**src/hdl/psms_pkg.sv**
```systemverilog
// Shared types and codes for the priority sorted medium stack.
`default_nettype none

package psms_pkg;

    localparam logic [1:0] KIND_ENTER = 2'd0;
    localparam logic [1:0] KIND_EXIT  = 2'd1;

    localparam logic [1:0] ST_OK        = 2'd0;
    localparam logic [1:0] ST_OVERFLOW  = 2'd1;
    localparam logic [1:0] ST_NOT_FOUND = 2'd2;

    typedef struct packed {
        logic match;
        logic prio_lt;
        logic prio_gt;
    } t_cmp;

    typedef enum logic [4:0] {
        S_IDLE     = 5'b00001,
        S_SCAN     = 5'b00010,
        S_DECIDE   = 5'b00100,
        S_SHIFT_UP = 5'b01000,
        S_SHIFT_DN = 5'b10000
    } t_state;

endpackage

`default_nettype wire

```
**src/hdl/psms_store.sv**
```systemverilog
// Slot register file: one write port, one indexed read port, fixed top read.
`default_nettype none

module psms_store #(
    parameter int DEPTH     = 8,
    parameter int PRIO_BITS = 8,
    parameter int TAG_BITS  = 16,
    parameter int IDX_W     = 3,
    parameter int CNT_W     = 4
) (
    input  wire logic                 i_clk,
    input  wire logic                 i_rst_n,
    input  wire logic                 i_we,
    input  wire logic [IDX_W-1:0]     i_waddr,
    input  wire logic [PRIO_BITS-1:0] i_wprio,
    input  wire logic [TAG_BITS-1:0]  i_wtag,
    input  wire logic [CNT_W-1:0]     i_raddr,
    output logic      [PRIO_BITS-1:0] o_rprio,
    output logic      [TAG_BITS-1:0]  o_rtag,
    output logic      [PRIO_BITS-1:0] o_top_prio,
    output logic      [TAG_BITS-1:0]  o_top_tag
);

    logic [PRIO_BITS-1:0] r_prio [DEPTH];
    logic [TAG_BITS-1:0]  r_tag  [DEPTH];

    always_ff @(posedge i_clk) begin
        if (!i_rst_n) begin
            for (int i = 0; i < DEPTH; i++) begin
                r_prio[i] <= '1;
                r_tag[i]  <= '1;
            end
        end else if (i_we) begin
            r_prio[i_waddr] <= i_wprio;
            r_tag[i_waddr]  <= i_wtag;
        end
    end

    always_comb begin
        if (i_raddr < CNT_W'(DEPTH)) begin
            o_rprio = r_prio[i_raddr[IDX_W-1:0]];
            o_rtag  = r_tag[i_raddr[IDX_W-1:0]];
        end else begin
            o_rprio = '1;
            o_rtag  = '1;
        end
    end

    assign o_top_prio = r_prio[0];
    assign o_top_tag  = r_tag[0];

endmodule

`default_nettype wire

```
**src/hdl/psms_cmp.sv**
```systemverilog
// Shared slot comparator: entry match and priority order against the request.
`default_nettype none

module psms_cmp
    import psms_pkg::*;
#(
    parameter int PRIO_BITS = 8,
    parameter int TAG_BITS  = 16
) (
    input  wire logic [PRIO_BITS-1:0] i_slot_prio,
    input  wire logic [TAG_BITS-1:0]  i_slot_tag,
    input  wire logic [PRIO_BITS-1:0] i_req_prio,
    input  wire logic [TAG_BITS-1:0]  i_req_tag,
    output t_cmp                      o_cmp
);

    logic w_prio_eq;

    assign w_prio_eq     = (i_slot_prio == i_req_prio);
    assign o_cmp.match   = w_prio_eq && (i_slot_tag == i_req_tag);
    assign o_cmp.prio_lt = (i_slot_prio < i_req_prio);
    assign o_cmp.prio_gt = !w_prio_eq && !o_cmp.prio_lt;

endmodule

`default_nettype wire

```
**src/hdl/priority_sorted_medium_stack.sv**
```systemverilog
// Top level of the priority sorted medium stack with its slot sequencer.
//
// A request is taken when start is high and busy is low. The block keeps up to
// DEPTH (priority, tag) entries sorted by ascending priority, lowest in slot 0.
// One slot is read per cycle through a single read port and one comparator:
// the scan visits slots 0 through F for fill count F, a decision state
// follows, then an enter moves each entry behind the insertion point down
// one slot per cycle and then writes the new entry, and an exit moves each
// entry behind the match up one slot per cycle with a clearing write of the
// last slot. The result is registered after the last state, and busy stays
// high until the edge that ends the o_valid cycle. o_valid is high for
// exactly one cycle and the receiver cannot stall it. Overflow and not-found
// leave the list as it was.
`default_nettype none

module priority_sorted_medium_stack
    import psms_pkg::*;
#(
    parameter int DEPTH     = 8,
    parameter int PRIO_BITS = 8,
    parameter int TAG_BITS  = 16
) (
    input  wire logic                         i_clk,
    input  wire logic                         i_rst_n,
    input  wire logic                         start,
    output logic                              busy,
    input  wire logic [1:0]                   i_kind,
    input  wire logic [PRIO_BITS-1:0]         i_prio,
    input  wire logic [TAG_BITS-1:0]          i_tag,
    output logic                              o_valid,
    output logic      [1:0]                   o_status,
    output logic                              o_hit_is_true,
    output logic                              o_entry_present,
    output logic      [PRIO_BITS-1:0]         o_top_prio,
    output logic      [TAG_BITS-1:0]          o_top_tag,
    output logic                              o_is_vacuum,
    output logic      [$clog2(DEPTH+1)-1:0]   o_fill_count
);

    localparam int IDX_W = $clog2(DEPTH);
    localparam int CNT_W = $clog2(DEPTH + 1);

    t_state r_state, n_state;
    logic [CNT_W-1:0] r_cnt, n_cnt;
    logic [CNT_W-1:0] r_idx, n_idx;
    logic [CNT_W-1:0] r_pos, n_pos;
    logic [CNT_W-1:0] r_match, n_match;
    logic             r_found, n_found;
    logic             r_gt_found, n_gt_found;
    logic             r_hit, n_hit;
    logic [1:0]       r_status, n_status;
    logic             r_valid, n_valid;

    logic [1:0]           r_kind;
    logic [PRIO_BITS-1:0] r_prio;
    logic [TAG_BITS-1:0]  r_tag;

    logic                 w_we;
    logic [CNT_W-1:0]     w_waddr;
    logic [PRIO_BITS-1:0] w_wprio;
    logic [TAG_BITS-1:0]  w_wtag;
    logic [CNT_W-1:0]     w_raddr;
    logic [PRIO_BITS-1:0] w_rprio;
    logic [TAG_BITS-1:0]  w_rtag;
    logic [PRIO_BITS-1:0] w_top_prio;
    logic [TAG_BITS-1:0]  w_top_tag;
    t_cmp                 w_cmp;
    logic                 w_accept;

    assign w_accept = start && !busy;

    psms_store #(
        .DEPTH     (DEPTH),
        .PRIO_BITS (PRIO_BITS),
        .TAG_BITS  (TAG_BITS),
        .IDX_W     (IDX_W),
        .CNT_W     (CNT_W)
    ) u_store (
        .i_clk      (i_clk),
        .i_rst_n    (i_rst_n),
        .i_we       (w_we),
        .i_waddr    (w_waddr[IDX_W-1:0]),
        .i_wprio    (w_wprio),
        .i_wtag     (w_wtag),
        .i_raddr    (w_raddr),
        .o_rprio    (w_rprio),
        .o_rtag     (w_rtag),
        .o_top_prio (w_top_prio),
        .o_top_tag  (w_top_tag)
    );

    psms_cmp #(
        .PRIO_BITS (PRIO_BITS),
        .TAG_BITS  (TAG_BITS)
    ) u_cmp (
        .i_slot_prio (w_rprio),
        .i_slot_tag  (w_rtag),
        .i_req_prio  (r_prio),
        .i_req_tag   (r_tag),
        .o_cmp       (w_cmp)
    );

    always_comb begin
        case (r_state)
            S_SHIFT_UP: w_raddr = r_idx - CNT_W'(1);
            S_SHIFT_DN: w_raddr = r_idx + CNT_W'(1);
            default:    w_raddr = r_idx;
        endcase
    end

    always_comb begin
        n_state    = r_state;
        n_cnt      = r_cnt;
        n_idx      = r_idx;
        n_pos      = r_pos;
        n_match    = r_match;
        n_found    = r_found;
        n_gt_found = r_gt_found;
        n_hit      = r_hit;
        n_status   = r_status;
        n_valid    = 1'b0;
        w_we       = 1'b0;
        w_waddr    = r_idx;
        w_wprio    = w_rprio;
        w_wtag     = w_rtag;
        case (r_state)
            S_IDLE: begin
                if (w_accept) begin
                    n_state    = S_SCAN;
                    n_idx      = '0;
                    n_pos      = r_cnt;
                    n_match    = '0;
                    n_found    = 1'b0;
                    n_gt_found = 1'b0;
                    n_status   = ST_OK;
                end
            end
            S_SCAN: begin
                if (r_idx == '0) begin
                    n_hit = !w_cmp.prio_lt;
                end
                if (r_idx == r_cnt) begin
                    n_state = S_DECIDE;
                end else begin
                    if (w_cmp.match && !r_found) begin
                        n_found = 1'b1;
                        n_match = r_idx;
                    end
                    if (w_cmp.prio_gt && !r_gt_found) begin
                        n_gt_found = 1'b1;
                        n_pos      = r_idx;
                    end
                    n_idx = r_idx + CNT_W'(1);
                end
            end
            S_DECIDE: begin
                if (r_kind == KIND_ENTER) begin
                    if (r_cnt == CNT_W'(DEPTH)) begin
                        n_status = ST_OVERFLOW;
                        n_state  = S_IDLE;
                        n_valid  = 1'b1;
                    end else begin
                        n_idx   = r_cnt;
                        n_state = S_SHIFT_UP;
                    end
                end else if (r_kind == KIND_EXIT) begin
                    if (!r_found) begin
                        n_status = ST_NOT_FOUND;
                        n_state  = S_IDLE;
                        n_valid  = 1'b1;
                    end else begin
                        n_idx   = r_match;
                        n_state = S_SHIFT_DN;
                    end
                end else begin
                    n_state = S_IDLE;
                    n_valid = 1'b1;
                end
            end
            S_SHIFT_UP: begin
                w_we = 1'b1;
                if (r_idx == r_pos) begin
                    w_waddr = r_pos;
                    w_wprio = r_prio;
                    w_wtag  = r_tag;
                    n_cnt   = r_cnt + CNT_W'(1);
                    n_state = S_IDLE;
                    n_valid = 1'b1;
                end else begin
                    n_idx = r_idx - CNT_W'(1);
                end
            end
            S_SHIFT_DN: begin
                w_we = 1'b1;
                if ((r_idx + CNT_W'(1)) == r_cnt) begin
                    w_wprio = '1;
                    w_wtag  = '1;
                    n_cnt   = r_cnt - CNT_W'(1);
                    n_state = S_IDLE;
                    n_valid = 1'b1;
                end else begin
                    n_idx = r_idx + CNT_W'(1);
                end
            end
            default: begin
                n_state = S_IDLE;
            end
        endcase
    end

    always_ff @(posedge i_clk) begin
        if (!i_rst_n) begin
            r_state    <= S_IDLE;
            r_cnt      <= '0;
            r_idx      <= '0;
            r_pos      <= '0;
            r_match    <= '0;
            r_found    <= 1'b0;
            r_gt_found <= 1'b0;
            r_hit      <= 1'b0;
            r_status   <= ST_OK;
            r_valid    <= 1'b0;
        end else begin
            r_state    <= n_state;
            r_cnt      <= n_cnt;
            r_idx      <= n_idx;
            r_pos      <= n_pos;
            r_match    <= n_match;
            r_found    <= n_found;
            r_gt_found <= n_gt_found;
            r_hit      <= n_hit;
            r_status   <= n_status;
            r_valid    <= n_valid;
        end
    end

    always_ff @(posedge i_clk) begin
        if (w_accept) begin
            r_kind <= i_kind;
            r_prio <= i_prio;
            r_tag  <= i_tag;
        end
    end

    assign busy            = (r_state != S_IDLE) || r_valid;
    assign o_valid         = r_valid;
    assign o_status        = r_status;
    assign o_hit_is_true   = r_hit;
    assign o_entry_present = r_found;
    assign o_top_prio      = w_top_prio;
    assign o_is_vacuum     = (w_top_prio == '1);
    assign o_top_tag       = o_is_vacuum ? '1 : w_top_tag;
    assign o_fill_count    = r_cnt;

endmodule

`default_nettype wire

```
**config.mk**
```make
export PLATFORM = sky130hd
export DESIGN_NAME = priority_sorted_medium_stack
export DESIGN_NICKNAME = d
export VERILOG_FILES = /design/src/hdl/psms_pkg.sv /design/src/hdl/psms_store.sv /design/src/hdl/psms_cmp.sv /design/src/hdl/priority_sorted_medium_stack.sv
export SDC_FILE = /design/constraint.sdc
export NUM_CORES = 1
export LEC_CHECK = 0
export BUFFER_PORTS_ARGS = -buffer_cell sky130_fd_sc_hd__buf_2
export CORE_MARGIN = 10
export CORE_UTILIZATION = 60
export DETAILED_ROUTE_END_ITERATION = 10
export PLACE_DENSITY = 0.81
export REMOVE_ABC_BUFFERS = 1
export SKIP_LAST_GASP = 1
export SLEW_MARGIN = 5
export SYNTH_ARGS = -nofsm -noshare
export SYNTH_HDL_FRONTEND = slang
export SYNTH_SLANG_ARGS = --single-unit
```
**constraint.sdc**
```tcl
create_clock -name i_clk -period 7.5 [get_ports i_clk]
set_clock_uncertainty 0.15 [all_clocks]
set_input_delay 1.125 -clock i_clk [delete_from_list [all_inputs] [get_ports i_clk]]
set_output_delay 1.125 -clock i_clk [all_outputs]
set_load 0.05 [all_outputs]
```
==> results by group <==
Outcome
  • Outcome: finished clean

GRT
  • Gr ovfl total: 0
  • First-pass GRT wire length: 53400 um
  • Initial antenna violation count: 0
  • Vias in the first global route: 9485
  • Total global-route track usage: 25.4%
  • Largest net degree at the start of global routing: 95

Cells and area
  • Filler cell count: 1430
  • Area of the multi-input gates: 0.00511 mm2
  • Layout area overhead: 12.1%
  • Post-layout util: 68.9%
  • Commonest cells after routing, fill and taps aside: nand2_1 (280), edfxtp_1 (218), nor2_1 (75), buf_2 (63), a21oi_1 (46)
  • Layout cells sized above 1: 17.7%
  • Storage cell area: 0.00709 mm2
  • Final net count: 1212
  • Antenna cells: 0
  • Commonest non-fill, non-tap cell in the layout: nand2_1

Yosys
  • Ys async rst share: 0%
  • Synth Flop Type: edfxtp_1
  • Mapped Cells: 1122
  • Seq cells post-synth: 245
  • Synth unique cells: 72
  • Sequential area share after synthesis: 56.6%
  • Cell Area, Synth: 0.0125 mm2
  • Post-synth EDFFs: 218
  • Synth warn: 0
  • Avg Inst Size Synth: 11.2 um2

Routing
  • TritonRoute pass-1 iters: 6
  • Drt drc: 0
  • Post-route ant nets: 0
  • DR vias: 9529
  • 1st-iter DRT viols: 1243
  • DR vias/cell: 6.53
  • Final wirelength: 34700 um
  • Routed WL per cell: 23.8 um

Critical path
  • CP startpoint kind: register
  • Reg2reg start: r_idx[0]
  • Reg2reg setup slack: 1.45 ns
  • Terminus of the critical flop-to-flop path: r_pos[3]
  • CP Capture Type: register
  • Worst setup path endpoint: r_pos[3]
  • Worst Setup SP: r_idx[0]
  • Worst r2r path cells: 20
  • WS Path Type: register to register
  • Worst path arrival time: 6.37 ns
  • Crit path max fanout: 22
  • Critical Path RT: 7.82 ns

STA
  • Setup_tns: 0 ns
  • Final Hold Fails: 0
  • Endpoints failing setup: 0
  • Crit path time final: 6.05 ns
  • Actual slew at the worst max-slew pin: 1.21 ns
  • Fin crit share: 80.6%
  • RSZ-0062 raised after global routing: no
  • Achievable Freq: 165 MHz
  • Final Max Slew Viols: 0
  • Relative slew slack: 18.3%

Floorplan
  • # IOs: 64
  • Die W: 164 um
  • Die area: 0.0270 mm2
  • Core Region: 0.0204 mm2
  • Starting density of the core: 61.5%
  • # rows: 52
  • Die Ht: 164 um

Clock tree
  • CTS Buffer Depth: 3
  • CTS tree: yes
  • Post-CTS Resized: 0
  • Setup bufs post-CTS: 0
  • Clock Latency Late Sink: 0.53 ns
  • Clock slew at reported path FFs: 0.06 ns
  • Total CTS buffers: 26
  • Hold_buf cts: 0
  • Clk sinks: 245
  • Clock Tree Root: clkbuf_16
  • H-Tree Depth: 1

Placement
  • Buffers on Ports: 63
  • RePlAce Congestion: 0.946
  • Post-DP HPWL: 21300 um

Power and ir drop
  • Internal power: 2.62 mW
  • Switching Fraction: 30.5%
  • Switch Pwr: 1.15 mW
  • Peak VDD IR: 282 uV
  • Power share of the clock group: 35.1%
  • Total Power: 3.78 mW
  • Leakage: 4.24 nW
  • Pwr Density: 269 mW/mm2
  • Seq pwr share: 42.8%
  • Combinational share of power: 22.2%

Flow run
  • MaxCap Viol Count: 0

Worst hold path
  • Hold Path Stages: 2
  • Hold Crit Class: register to register
-- kinds of logic (layout without fill, tap and decap cells) --
logic type	count (synthesis)	after routing	synth area share (%)
adders and majority gates	14	14	1.46
and+or+nand+nor	480	480	17.0
DFF	245	245	56.6
xor gates and xnor gates	36	36	2.85
AOI/OAI and AO/OA	179	179	10.1
muxes	75	75	8.94
buffers and inverters	93	160	3.07
-- cell type report --
cell class                      instances  share of cell area (%)
Multi-Input combinational cell        784                    36.4
Inverter                               19                   0.508
Clock inverter                         17                    1.37
Sequential cell                       245                    50.5
Timing Repair Buffer                   93                    3.85
Tap cell                              270                    2.41
Clock buffer                           31                    4.92
-- worst min path at each step --
stage | from | endpoint
6_report | r_match[0] | r_match[0]
3_5_place_dp | r_match[3] | r_match[3]
5_1_grt | r_match[0] | r_match[0]
3_3_place_gp | r_match[2] | r_match[2]
2_1_floorplan | r_match[2] | r_match[2]
4_1_cts | r_match[0] | r_match[0]
-- flip-flops by register name, summed over array words and instances (netlist names) --
name / cells
o_entry_present: 1
o_fill_count: 4
o_hit_is_true: 1
o_status: 2
o_valid: 1
r_gt_found: 1
r_idx: 4
r_kind: 2
r_match: 4
r_pos: 4
r_prio: 8
r_state: 5
r_tag: 16
u_store.r_prio: 64
u_store.r_tag: 128
-- layer usage --
metal  up-vias  routed length (um)  global-route usage [%]
met4         0                1470                    10.6
met3       132                3770                    5.45
met1      4541               12600                    31.8
li1       4172                   -                       -
met2       684               16800                    42.2
met5         -                   0                       0
-- worst max-delay path, stage by stage (launching register included) --
cell and delay, ns:
dfxtp_2 0.32, inv_1 0.66, ha_1 0.42, or3b_1 0.41, a21oi_2 0.36, a21o_1 0.76
buf_4 0.42, mux4_2 0.35, mux2i_1 0.16, nand2_1 0.09, ha_1 0.33, nor2b_1 0.13
o21ai_0 0.15, nand2b_1 0.08, a21oi_1 0.16, nor2_1 0.06, a211oi_1 0.27, a2111oi_1 0.10
buf_4 0.19, o221ai_1 0.20, o311a_1 0.20
-- through the flow --
stage	instance area, um2	worst slack, ns	hold WS [ns]	cells
2_1_floorplan	12200	0.100	0.288	1048
3_3_place_gp	13200	1.74	0.307	1411
3_5_place_dp	13200	1.65	0.321	1411
4_1_cts	14000	1.57	0.331	1459
5_1_grt	14000	1.07	0.371	1459
6_report	14000	1.45	0.339	1459
-- cells in the mapped netlist (3+ instances only) --
master	count	share of area, %
clkbuf_1	57	1.7
a31oi_1	3	0.15
mux2i_1	45	3.6
and2_1	10	0.50
o21ai_0	18	0.72
edfxtp_1	218	52
xnor2_1	21	1.5
mux4_2	28	5.0
a21oi_1	46	1.8
a22oi_1	9	0.54
nand3b_1	3	0.18
nor2_1	78	2.3
o22ai_1	9	0.45
o221ai_1	4	0.28
and3_1	5	0.25
nor2b_1	3	0.15
nand3_1	17	0.68
dfxtp_1	27	4.3
or2_2	18	0.90
o311a_1	5	0.40
buf_1	3	0.090
a21o_1	4	0.24
nand2b_1	36	1.8
nor3_1	8	0.32
a211oi_1	36	2.2
xor2_1	11	0.77
nand4_1	7	0.35
nand2_1	280	8.4
inv_1	19	0.57
or3_1	4	0.20
a311oi_1	17	1.2
ha_1	13	1.3
buf_2	10	0.40
-- power by group through the flow --
stage	sequential (mW)	combinational (mW)	clock [mW]
after floorplan	1.65	0.560	0
after global placement	1.64	0.796	0
after detailed placement	1.64	0.817	0
after CTS	1.61	0.824	1.32
after global routing	1.62	0.906	1.38
final	1.61	0.836	1.32
Note: power is estimated with default switching activity, not from simulation.
